--- src/design/sparse_vector_kernel_top_macros.svh ---
// Assertion macros for the sparse vector kernel.
// Used by the top level; relies on clock and reset being in scope.
`ifndef SPARSE_VECTOR_KERNEL_TOP_MACROS_SVH
`define SPARSE_VECTOR_KERNEL_TOP_MACROS_SVH

// Same-cycle implication, disabled during reset.
`define SVK_ASSERT_IMPL(lbl, ante, cons) \
   lbl: assert property (@(posedge clock) disable iff (reset) (ante) |-> (cons)) \
      else $error("svk assertion failed");

// Next-cycle implication, disabled during reset.
`define SVK_ASSERT_NEXT(lbl, ante, cons) \
   lbl: assert property (@(posedge clock) disable iff (reset) (ante) |=> (cons)) \
      else $error("svk assertion failed");

`endif

--- src/design/svk_pkg.sv ---
// Package of the sparse vector kernel: types, codes and saturating helpers.
// Used by the interfaces, the multiplier unit and the top level.
package svk_pkg;

   localparam int IDX_W      = 16;
   localparam int VAL_W      = 32;
   localparam int RES_W      = 64;
   localparam int CSR_INDEX_W = 2;
   localparam int CSR_DATA_W  = 32;

   // Register indexes of the configuration port.
   localparam logic [CSR_INDEX_W-1:0] REG_MODE   = 2'd0;
   localparam logic [CSR_INDEX_W-1:0] REG_GAMMA  = 2'd1;
   localparam logic [CSR_INDEX_W-1:0] REG_BIAS   = 2'd2;
   localparam logic [CSR_INDEX_W-1:0] REG_DEGREE = 2'd3;

   // Kernel modes.
   localparam logic [1:0] MODE_LINEAR = 2'd0;
   localparam logic [1:0] MODE_RBF    = 2'd1;
   localparam logic [1:0] MODE_POLY   = 2'd2;
   localparam logic [1:0] MODE_TANH   = 2'd3;

   localparam logic [31:0] GAMMA_RESET  = 32'h0001_0000;
   localparam logic [3:0]  DEGREE_RESET = 4'd1;
   localparam logic [63:0] ONE_Q32      = 64'h0000_0001_0000_0000;
   localparam logic [63:0] INT64_MAX    = 64'h7FFF_FFFF_FFFF_FFFF;
   localparam logic [63:0] INT64_MIN    = 64'h8000_0000_0000_0000;

   typedef enum logic [3:0] {
      ST_LOAD, ST_RD, ST_CMP, ST_MUL, ST_TWO, ST_SUB, ST_ADD,
      ST_LIN, ST_RBF, ST_TBIAS, ST_POWCHK, ST_POW, ST_OUT
   } seq_state_type;

   typedef enum logic [1:0] {PH_AB, PH_AA, PH_BB} phase_type;

   typedef enum logic [1:0] {MU_IDLE, MU_RUN, MU_FIN} mul_state_type;

   typedef enum logic [1:0] {SH_NONE, SH_Q16, SH_Q32} shift_type;

   typedef struct packed {
      logic        start;
      logic        narrow;
      shift_type   shift;
      logic        neg;
      logic [63:0] a_mag;
      logic [63:0] b_mag;
   } mul_req_type;

   typedef struct packed {
      logic        done;
      logic        busy;
      logic        sat;
      logic [63:0] value;
   } mul_rsp_type;

   typedef struct packed {
      logic        sat;
      logic [63:0] value;
   } sat_type;

   // Signed 64-bit add that clamps to the range.
   function automatic sat_type sat_add64(input logic [63:0] a, input logic [63:0] b);
      logic [64:0] s;
      sat_type     r;
      s = {a[63], a} + {b[63], b};
      if (s[64] != s[63]) begin
         r.sat   = 1'b1;
         r.value = s[64] ? INT64_MIN : INT64_MAX;
      end else begin
         r.sat   = 1'b0;
         r.value = s[63:0];
      end
      return r;
   endfunction

   // Signed 64-bit subtract that clamps to the range.
   function automatic sat_type sat_sub64(input logic [63:0] a, input logic [63:0] b);
      logic [64:0] s;
      sat_type     r;
      s = {a[63], a} - {b[63], b};
      if (s[64] != s[63]) begin
         r.sat   = 1'b1;
         r.value = s[64] ? INT64_MIN : INT64_MAX;
      end else begin
         r.sat   = 1'b0;
         r.value = s[63:0];
      end
      return r;
   endfunction

   function automatic logic [31:0] mag32(input logic [31:0] v);
      return v[31] ? (32'd0 - v) : v;
   endfunction

   function automatic logic [63:0] mag64(input logic [63:0] v);
      return v[63] ? (64'd0 - v) : v;
   endfunction

endpackage

--- src/design/svk_mul.sv ---
// Shared multiplier unit: sign-magnitude 64 x 64 product built from 32 x 32 partial
// products over several cycles, then shifted, clamped and signed. Uses svk_pkg.
module svk_mul (
   input  logic                 clock,
   input  logic                 reset,
   input  svk_pkg::mul_req_type req,
   output svk_pkg::mul_rsp_type rsp
);

   svk_pkg::mul_state_type state_ff, state_in;
   logic [2:0]         step_ff, step_in;
   logic [63:0]        a_ff, a_in;
   logic [63:0]        b_ff, b_in;
   logic               neg_ff, neg_in;
   logic               narrow_ff, narrow_in;
   svk_pkg::shift_type sh_ff, sh_in;
   logic [63:0]        pp_ff, pp_in;
   logic [127:0]       acc_ff, acc_in;
   logic               done_ff, done_in;
   logic               sat_ff, sat_in;
   logic [63:0]        res_ff, res_in;

   logic [31:0]  a_sel;
   logic [31:0]  b_sel;
   logic [63:0]  prod;
   logic [127:0] pp_ext;
   logic [127:0] shifted;
   logic [63:0]  lim;
   logic [2:0]   nsteps;

   // Operand halves for the current partial product.
   assign a_sel  = step_ff[1] ? a_ff[63:32] : a_ff[31:0];
   assign b_sel  = step_ff[0] ? b_ff[63:32] : b_ff[31:0];
   assign prod   = a_sel * b_sel;
   assign nsteps = narrow_ff ? 3'd1 : 3'd4;
   assign lim    = neg_ff ? svk_pkg::INT64_MIN : svk_pkg::INT64_MAX;

   // Weight of the partial product registered in the previous step.
   always_comb begin
      case (step_ff)
         3'd1:    pp_ext = {64'd0, pp_ff};
         3'd4:    pp_ext = {pp_ff, 64'd0};
         default: pp_ext = {32'd0, pp_ff, 32'd0};
      endcase
   end

   // Fixed-point alignment of the full product.
   always_comb begin
      case (sh_ff)
         svk_pkg::SH_Q16: shifted = acc_ff >> 16;
         svk_pkg::SH_Q32: shifted = acc_ff >> 32;
         default:         shifted = acc_ff;
      endcase
   end

   // Sequencer of the multiply steps.
   always_comb begin
      state_in  = state_ff;
      step_in   = step_ff;
      a_in      = a_ff;
      b_in      = b_ff;
      neg_in    = neg_ff;
      narrow_in = narrow_ff;
      sh_in     = sh_ff;
      pp_in     = pp_ff;
      acc_in    = acc_ff;
      done_in   = 1'b0;
      sat_in    = sat_ff;
      res_in    = res_ff;
      case (state_ff)
         svk_pkg::MU_IDLE: begin
            if (req.start) begin
               a_in      = req.a_mag;
               b_in      = req.b_mag;
               neg_in    = req.neg;
               narrow_in = req.narrow;
               sh_in     = req.shift;
               acc_in    = '0;
               step_in   = '0;
               state_in  = svk_pkg::MU_RUN;
            end
         end
         svk_pkg::MU_RUN: begin
            if (step_ff < nsteps) begin
               pp_in = prod;
            end
            if (step_ff != 3'd0) begin
               acc_in = acc_ff + pp_ext;
            end
            if (step_ff == nsteps) begin
               state_in = svk_pkg::MU_FIN;
            end else begin
               step_in = step_ff + 3'd1;
            end
         end
         svk_pkg::MU_FIN: begin
            if (shifted[127:64] != 64'd0 || shifted[63:0] > lim) begin
               sat_in = 1'b1;
               res_in = neg_ff ? svk_pkg::INT64_MIN : svk_pkg::INT64_MAX;
            end else begin
               sat_in = 1'b0;
               res_in = neg_ff ? (64'd0 - shifted[63:0]) : shifted[63:0];
            end
            done_in  = 1'b1;
            state_in = svk_pkg::MU_IDLE;
         end
         default: state_in = svk_pkg::MU_IDLE;
      endcase
   end

   // Control registers.
   always_ff @(posedge clock) begin
      if (reset) begin
         state_ff <= svk_pkg::MU_IDLE;
         done_ff  <= 1'b0;
      end else begin
         state_ff <= state_in;
         done_ff  <= done_in;
      end
   end

   // Datapath registers.
   always_ff @(posedge clock) begin
      step_ff   <= step_in;
      a_ff      <= a_in;
      b_ff      <= b_in;
      neg_ff    <= neg_in;
      narrow_ff <= narrow_in;
      sh_ff     <= sh_in;
      pp_ff     <= pp_in;
      acc_ff    <= acc_in;
      sat_ff    <= sat_in;
      res_ff    <= res_in;
   end

   assign rsp.done  = done_ff;
   assign rsp.busy  = (state_ff != svk_pkg::MU_IDLE);
   assign rsp.sat   = sat_ff;
   assign rsp.value = res_ff;

endmodule

--- config.mk ---
export PLATFORM = sky130hd
export DESIGN_NAME = svk_mul
export DESIGN_NICKNAME = d
export VERILOG_FILES = /design/src/design/sparse_vector_kernel_top_macros.svh /design/src/design/svk_pkg.sv /design/src/design/svk_mul.sv
export SDC_FILE = /design/constraint.sdc
export NUM_CORES = 2
export LEC_CHECK = 0
export ABC_AREA = 1
export BUFFER_PORTS_ARGS = -buffer_cell sky130_fd_sc_hd__buf_2
export CAP_MARGIN = 25
export CORE_AREA = 5 5 393 318
export CTS_CLUSTER_DIAMETER = 60
export DETAILED_ROUTE_END_ITERATION = 8
export DIE_AREA = 0 0 398 323
export GPL_ROUTABILITY_DRIVEN = 0
export PLACE_DENSITY = 0.74
export SYNTH_ARGS = -nofsm -noshare
export SYNTH_HDL_FRONTEND = slang
export SYNTH_SLANG_ARGS = --single-unit
export TNS_END_PERCENT = 100
--- constraint.sdc ---
create_clock -name clock -period 9.84 [get_ports clock]
set_input_delay 0.492 -clock clock [delete_from_list [all_inputs] [get_ports clock]]
set_output_delay 0.492 -clock clock [all_outputs]
set_load 0.1 [all_outputs]
## Word level (Yosys, flattened, before mapping)

Cells that the tools add are included.

| cells by class | value |
|---|---|
| reduce and logical (&&, ||, !) cells | 11 |
| mux-type cells | 19 |
| equal/unequal tests | 11 |
| add/sub/neg operators | 3 |
| multipliers | 1 |
| $lt $le $gt $ge | 2 |
| shift-type cells | 0 |
| div/mod/pow operators | 0 |
| bitwise gates (word level) | 0 |

Operators with widths:

| cell | count |
|---|---|
| $pmux 128 s2 | 3 |
| $mux 128 | 2 |
| $mux 64 | 3 |
| $add 128x128->128 | 1 |
| $gt 64x64->1 | 1 |
| $mul 32x32->64 | 1 |
| $mux 32 | 2 |
| $reduce_bool 64->1 | 1 |
| $sub 1x64->64 const A | 1 |
| $mux 3 | 3 |
| $ne 2x2->1 const B | 4 |
| $pmux 3 s2 | 1 |
| $reduce_and 2->1 | 3 |
| $reduce_and 3->1 | 2 |
| $eq 2x1->1 const B | 2 |
| $eq 2x2->1 const B | 2 |
| $mux 2 | 2 |
| $pmux 2 s2 | 1 |
| $reduce_bool 2->1 | 2 |
| $add 3x1->3 const B | 1 |
| $eq 3x1->1 const B | 1 |
| $eq 3x3->1 | 1 |
| $eq 3x3->1 const B | 1 |
| $lt 3x3->1 | 1 |
| 4 further kinds | 5 |

| storage, ports and cells | value |
|---|---|
| register bits after elaboration | 395 |
| memories | 0 |
| word-level logic and storage cells | 59 |
| ROM bits | 0 |
| memory bits (writable) | 0 |
| bits in latches | 0 |

## Longest topological paths before layout

| depth | value |
|---|---|
| word-level depth | 5 |
| gate-level depth with buffers | 36 |
| depth with buffers taken out | 33 |

## Worst setup path before layout

Ideal clock, no wire load.

| path | value |
|---|---|
| path type | register to register |
| from | reg step_ff[0] |
| to | reg acc_ff[0], enable pin |
| setup time | 0.792 ns |
| buffers on the path | 2 |
| setup slack | -1.022 ns |
| data required time | 9.048 ns |
| clock period less this slack | 10.862 ns |
| stages on the path, launching flop included | 8 |
| data arrival time | 10.070 ns |
| path through | edfxtp_1 clkbuf_1 inv_1 clkbuf_1 ha_1 inv_1 nor2_1 o21ai_0 |

| between the ends | value |
|---|---|
| longest elaborated chain between the ends | 3 |

Ends and longest elaborated chain:

| element | RTL line | source |
|---|---|---|
| from (decl) | svk_mul.sv:11 | `logic [2:0] step_ff, step_in;` |
| from (signal assigned) | svk_mul.sv:124 | `step_ff <= step_in;` |
| $reduce_bool 3->1 | svk_mul.sv:87 | `if (step_ff != 3'd0) begin` |
| $ne 2x2->1 (no source line) | - |  |
| $reduce_and 3->1 (no source line) | - |  |
| to (signal assigned) | svk_mul.sv:131 | `acc_ff <= acc_in;` |
| to (decl) | svk_mul.sv:18 | `logic [127:0] acc_ff, acc_in;` |

No other way between the ends.
A chain may end at the register's enable or synchronous reset.

## Final worst setup path

| path | value |
|---|---|
| from | reg step_ff[0] |
| to | reg pp_ff[59], data pin |

| between the ends | value |
|---|---|
| longest elaborated chain between the ends | 2 |

Ends and longest elaborated chain:

| element | RTL line | source |
|---|---|---|
| $mux 32 | svk_mul.sv:33 | `assign b_sel = step_ff[0] ? b_ff[63:32] : b_ff[31:0];` |
| $mul 32x32->64 | svk_mul.sv:34 | `assign prod = a_sel * b_sel;` |
| named net prod[59] | svk_mul.sv:25 | `logic [63:0] prod;` |
| to (signal assigned) | svk_mul.sv:130 | `pp_ff <= pp_in;` |
| to (decl) | svk_mul.sv:17 | `logic [63:0] pp_ff, pp_in;` |

The timed path passes the listed nets, and every way through them passes these cells.

==> flow_summary.yaml <==
final_layout:
  final_common_cell: "nand2_1"
  area_growth_syn_to_layout_pct: 8.205
  final_cell_mix: "nand2_1, inv_1, nor2_1, fa_1, ha_1"
  drive_gt1_share_pct: 6.229
  nets: 10660
global_routing:
  grt_max_degree: 129
  grt_pass1_vias: 62660
  grt_usage_pct: 38.66
  grt_antenna_before_repair: 14
  grt_pass1_wl_mm: 372.4
  overflow: 0
timing:
  max_freq_ghz: 0.1091
  timing.final.crit_period_ns: 9.163
  rsz0062_at_grt: "no"
  finalSetupTns_ns: 0
  max_slew_margin_pct: 23.99
  hold_violations: 0
  tightestPinTransition_ns: 1.140
  post-route-period-util_pct: 93.12
  clock_skew_ns: 0.09899
  slew_violations: 0
  setup_viol: 0
drt:
  wl_met1_mm: 86.05
  top_layer_used: "met5"
  drt_iter0_drc: 9938
  avgRoutedWirePerCell_um: 23.25
  wl_met2_mm: 100.3
  antenna_left: 0
  viasPerCell: 5.902
  vias: 63920
  routed_wl_mm: 251.8
  dr_wl_met3_mm: 43.14
  dr.pass1.iters: 9
  remaining_drc_errors: 200
worst_setup_path:
  reg2reg_setup_slack_ns: 0.68
  worstPathArrival_ns: 9.63
  startpoint: "step_ff[0]$_SDFFCE_PN0P_"
  critical-path-max-stage-delay_ns: 0.62
  r2r_start: "step_ff[0]$_SDFFCE_PN0P_"
  critPathMaxFanout: 21
  setup.worst_path.start_class: "flop"
  endpoint_kind: "flop"
  cp_top_family: "adder cells"
  critPathBufInv: 10
  required_ns: 10.31
  path_depth: 29
  ff2ff_path_depth: 29
  setup.worst_path.class: "reg -> reg"
  crit_path_top_delay_cell: "inv_1"
  r2r-end: "pp_ff[59]$_DFFE_PP_"
clocking:
  cts_max_level: 2
  cts_buffer_depth: 3
  numCtsBuffers: 48
  path_clk_slew_ns: 0.06
  insertion_delay_ns: 0.74
  cts_tree: "yes"
  cts_setup_buffers: 0
  root_buffer: "clkbuf_16"
  cts_hold_buf: 33
  cts.sinks: 395
  post_cts_resized: 0
floorplan:
  dieArea_mm2: 0.1286
  io_pins: 202
  start_util_pct: 54.67
  die_w_um: 398
  row_count: 114
  die_h_um: 323
  core_mm2: 0.1202
placed_design:
  dp_hpwl_mm: 198.6
  io_buffer_count: 201
synth:
  yosysSeqAreaShare_pct: 18.00
  synth_edf_count: 392
  syn_area_mm2: 0.06574
  synth.avg_cell_area_um2: 7.317
  ys_top_cells_by_area: "fa_1, edfxtp_1, nand2_1"
  ys.flop_type: "edfxtp_1"
  synth.distinct_cells: 50
  yosys.area.top_type_share_pct: 27.32
  synth_fp_nets: 10480
  synthArstFlopShare_pct: 0
  synthCells: 8984
  synth.largest_area_cell: "fa_1"
  ys_ff_latch: 395
  yosysWarnings: 0
hold_path:
  hold_class: "in -> reg"
  hold_depth: 1
  hold_end: "a_ff[45]$_DFFE_PP_"
  holdCritStartpoint: "req[109]"
run:
  cap_violations: 0
status:
  violations: "design-rule violations"
  status: "finished with violations"
==> layout make-up <==
type / instances / area [um2]
diodes: 7 / 17.52
clock buffers: 53 / 1220
clock inverters: 30 / 376.6
fillers: 10870 / 49110
inverters: 1883 / 7074
multi-input cells: 6459 / 45990
flip-flops and latches: 395 / 11830
well taps: 1624 / 2032
repair buffers: 379 / 2592
==> synthesized netlist by cell type, types with 2 or more instances <==
master and number:
inv_2 10, or2_2 68, fa_1 897, nand3_1 237
a21boi_0 7, clkbuf_1 202, buf_4 5, nand3_2 4
a21oi_1 393, nand4_1 43, xor2_1 74, dfxtp_1 3
buf_2 23, buf_1 8, nand3b_1 16, nor2_4 7
xnor2_1 18, clkinv_1 18, nor3_1 49, buf_6 9
a31oi_1 12, ha_1 462, a211oi_1 2, or2_1 21
nand2_2 24, o21a_1 22, nor2_2 15, and2_0 2
or2_0 18, o21bai_1 28, o21ai_2 4, nand2_4 2
inv_1 1854, nor2_1 1307, nand2_1 2322, edfxtp_1 392
o21ai_1 62, nor2_8 2, nor4_1 11, o22ai_1 58
a21o_1 13, o21ai_0 252
==> cells by family after synthesis <==
group,after synthesis,synth area share [%]
XOR/XNOR,92,1.226
AND/OR/NAND/NOR,4152,25.34
buffers and inverters,2130,12.34
AO/OA/AOI/OAI,856,6.989
adder cells (fa/ha/maj),1359,36.11
flip-flops,395,18.00
==> how the worst max path moves through the flow <==
stage                                      to  slack (ns)
after floorplan           pp_ff[63]$_DFFE_PP_        2.40
after detailed placement  pp_ff[59]$_DFFE_PP_        0.95
after CTS                 pp_ff[59]$_DFFE_PP_        0.97
after global routing      pp_ff[59]$_DFFE_PP_        0.51
after global placement    pp_ff[59]$_DFFE_PP_        0.79
final                     pp_ff[59]$_DFFE_PP_        0.68
==> metrics by stage <==
step / utilization, % / hold slack, ns / area (um2) / cells / worst slack [ns]
2_1_floorplan: - / 0.4439 / 65740 / 8984 / 2.401
3_3_place_gp: 57.11 / 0.5136 / 68670 / 10660 / 0.7886
3_5_place_dp: 57.16 / 0.5299 / 68740 / 10670 / 0.9485
4_1_cts: 58.77 / 0.0002577 / 70660 / 10780 / 0.9703
5_1_grt: 59.15 / -0.0007250 / 71120 / 10820 / 0.5131
6_report: 59.16 / 0.004171 / 71130 / 10830 / 0.6772
==> layer usage <==
metal / track usage, % / up-vias
li1: - / 27620
met5: 1.239 / -
met3: 17.22 / 1338
met4: 24.24 / 18
met2: 55.61 / 5181
met1: 47.49 / 29760
==> sequential cells by signal (all words and copies together) (netlist names) <==
register   count
pp_ff         64
a_ff          64
neg_ff         1
sh_ff          2
res_ff        64
state_ff       2
done_ff        1
acc_ff       128
sat_ff         1
narrow_ff      1
b_ff          64
step_ff        3
Power is left out: the tool's default activity adds up to more than one toggle a clock period on the data nets, which glitch-free logic cannot reach.
